==> config.mk <==
export PLATFORM = sky130hd
export DESIGN_NAME = htc_ram
export DESIGN_NICKNAME = d
export VERILOG_FILES = /design/src/rtl/htc_ram.sv
export SDC_FILE = /design/constraint.sdc
export NUM_CORES = 1
export LEC_CHECK = 0
export BUFFER_PORTS_ARGS = -buffer_cell sky130_fd_sc_hd__buf_2
export CAP_MARGIN = 20
export CELL_PAD_IN_SITES_DETAIL_PLACEMENT = 1
export CELL_PAD_IN_SITES_GLOBAL_PLACEMENT = 2
export CORE_MARGIN = 2
export CORE_UTILIZATION = 48
export DETAILED_ROUTE_END_ITERATION = 8
export MAX_ROUTING_LAYER = met4
export PLACE_DENSITY = 0.75
export SLEW_MARGIN = 30
export SYNTH_ARGS = -nofsm -noshare
export SYNTH_HDL_FRONTEND = slang
export SYNTH_SLANG_ARGS = --single-unit
==> constraint.sdc <==
create_clock -name clk_i -period 2.62 [get_ports clk_i]
set_input_delay 0.524 -clock clk_i [delete_from_list [all_inputs] [get_ports clk_i]]
set_output_delay 0.524 -clock clk_i [all_outputs]
set_load 0.05 [all_outputs]
==> src/rtl/htc_ram.sv <==
`default_nettype none
// ----------------------------------------------------------------------------
// htc_ram
// Single-port-write, single-port-read RAM with registered read data.
// ----------------------------------------------------------------------------
module htc_ram #(
  parameter int Width = 8,
  parameter int Depth = 16
) (
  input  wire logic                     clk_i,
  input  wire logic                     we_i,
  input  wire logic [$clog2(Depth)-1:0] waddr_i,
  input  wire logic [Width-1:0]         wdata_i,
  input  wire logic [$clog2(Depth)-1:0] raddr_i,
  output logic      [Width-1:0]         rdata_o
);
  logic [Width-1:0] mem [Depth];

  always_ff @(posedge clk_i) begin
    if (we_i) begin
      mem[waddr_i] <= wdata_i;
    end
    rdata_o <= mem[raddr_i];
  end
endmodule
`default_nettype wire

==> run_results.csv <==
group,metric,value,unit
setup_path,critPathSlowestCell,"dfxtp_1",
timing,drv_slew,0,
setup_path,rr_worst_depth,3,
yosys,ys.warnings.count,0,
floorplan,io_pins,26,
global_route,grt_pass1_wl,17000,um
floorplan,core-area,10400,um^2
final_layout,drive_gt1_share,32.1,%
yosys,syn_inst,229,
clocking,cts_buffers,17,
setup_path,critPathMaxStageDelay,0.36,ns
final_layout,fillers,905,
clocking,postCtsHoldBufs,0,
yosys,ys_ff_latch,136,
clocking,cts_max_level,4,
drt,postRouteAntennaNets,0,
drt,drt-wirelength-per-cell,26.1,um
yosys,synth.yosys.seq_area_share,77.8,%
placed_design,place.port_buffers,25,
floorplan,start_util,49.6,%
clocking,clock-sinks,136,
drt,remaining_drc_errors,0,
setup_path,r2r-start,"mem[3][6]$_DFFE_PP_",
placed_design,hpwl,6960,um
setup_path,worstPathCellList,"buf_2",
drt,vias,2474,
setup_path,critPathKind,"reg2out",
timing,max_slew_margin,46.2,%
clocking,clock_path_buffers,2,
drt,drtPass1Iterations,4,
hold_path,hold_class,"in2reg",
setup_path,ff2ff_setup_slack,1.27,ns
timing,skew,0.00594,ns
timing,period_needed,1.67,ns
drt,routed_wl,11300,um
floorplan,die_height,108,um
setup_path,cp_max_fo,1,
pwr,power_leakage,2.10,nW
timing,finalSetupTns,0,ns
global_route,track_usage,22.2,%
final_layout,most-common-layout-cells,"edfxtp_1 (128), buf_2 (25), mux4_2 (18)",
final_layout,antennaDiodeCount,0,
timing,setup_viol,0,
timing,tightest_slew,0.804,ns
floorplan,die_area,11600,um^2
global_route,grt_pass1_vias,2688,
yosys,syn_area,5150,um^2
clocking,cts_root_buf,"clkbuf_8",
final_layout,syn_to_final_growth,18.7,%
floorplan,die_x,108,um
setup_path,critical_path_required,2.10,ns
drt,drt_iter0_drc,171,
yosys,syn_avg_cell_area,22.5,um^2
pwr,peakVddDrop,0.000386,V
clocking,path_clk_slew,0.06,ns
placed_design,gp_congestion,0.715,
setup_path,cp-startpoint,"rdata_o[5]$_DFF_P_",
run_status,outcome,"finished clean",
timing,rsz0062_at_grt,"false",
setup_path,arrival,1.15,ns
setup_path,start_kind,"register",
hold_path,hold_depth,1,
global_route,grt_max_degree,18,
clocking,worstSkewPairLatency,0.51,ns
yosys,synth_cell_types,19,
final_layout,final_common_cell,"edfxtp_1",
pwr,power_density,811,nW/um^2
timing,fin_crit_sh,63.8,%
timing,finalHoldViolations,0,
clocking,post_cts_buffers,0,
setup_path,end_kind,"output port",
final_layout,final_util,58.9,%
drt,vias_per_cell,5.73,
global_route,grt_overflow,0,
floorplan,rows,37,
setup_path,cp_num_buf_inv,1,
global_route,antenna_found_initial,0,
clocking,post_cts_resized,0,
hold_path,hold_end,"mem[0][7]$_DFFE_PP_",
hold_path,hold_start,"wdata_i[7]",
clocking,tritoncts,"done",
yosys,syn_nets,247,
job,maxCapViolCount,0,
setup_path,reg2reg_to,"rdata_o[6]$_DFF_P_",
final_layout,num-nets-final,301,
timing,fmax,598,MHz
setup_path,crit_family,"flip-flops",
-- final cells by class --
cell class | count | area, um^2 | area share, %
sequential | 136 | 4000 | 65.5
multi-input combinational | 83 | 1060 | 17.3
clock buffer | 24 | 500 | 8.19
timing repair buffer | 45 | 313 | 5.12
tap | 136 | 170 | 2.78
clock inverter | 8 | 67.6 | 1.11
-- routing by layer --
metal | GRT usage [%] | share of wire (%) | up-vias
met2 | 34.3 | 50 | 80
met5 | - | 0 | -
li1 | - | - | 1078
met4 | 7.69 | 1.5 | 0
met3 | 5.21 | 4.7 | 14
met1 | 29.4 | 44 | 1302
-- worst max path at each step --
| stage | end | cells after the start |
|---|---|---|
| floorplan | mem[0][0]$_DFFE_PP_ | 2 |
| CTS | rdata_o[5] | 1 |
| detailed placement | rdata_o[2]$_DFF_P_ | 5 |
| finish | rdata_o[5] | 1 |
| global placement | rdata_o[2]$_DFF_P_ | 5 |
| global route | rdata_o[5] | 1 |
-- sequential cells by signal, summed over array words and instances, names as in the netlist --
name / count
rdata_o: 8
mem: 128
-- synthesized netlist by cell type --
cell type	instances	share of area, %
nand2_1	9	0.66
dfxtp_1	8	3.1
and2b_1	1	0.15
nor3_1	4	0.39
nand3b_1	2	0.29
mux4_1	14	7.1
nor2_1	13	0.95
nor2b_1	1	0.12
mux4_2	18	7.9
a22oi_1	16	2.3
and2_1	1	0.12
or3b_2	1	0.17
clkdlybuf4s25_2	3	0.58
buf_6	3	0.66
nand2b_1	2	0.24
buf_2	3	0.29
buf_4	1	0.15
edfxtp_1	128	75
nand3_1	1	0.097
-- kinds of logic after synthesis --
group | share of synthesized area (%)
AOI/OAI and AO/OA | 2.33
buffers and inverters | 1.68
DFF | 77.8
muxes | 15.0
and+or+nand+nor | 3.18
-- where the power goes --
group	internal (mW)	total (mW)	switching [mW]
sequential	2.43	2.45	0.0145
clock	1.40	2.22	0.823
combinational	0.102	0.285	0.183
-- stage by stage --
step | hold slack, ns | cells | setup WS, ns | cell area (um^2) | total power, mW
final | 0.410 | 432 | 0.948 | 6110 | 4.96
after CTS | 0.388 | 432 | 0.918 | 6110 | 5.00
after global routing | 0.396 | 432 | 0.909 | 6110 | 5.10
after global placement | 0.654 | 400 | 0.523 | 5540 | 2.77
after floorplan | 0.623 | 229 | 0.603 | 5150 | 2.66
after detailed placement | 0.673 | 400 | 0.512 | 5540 | 2.78
(Power assumes the default switching activity.)
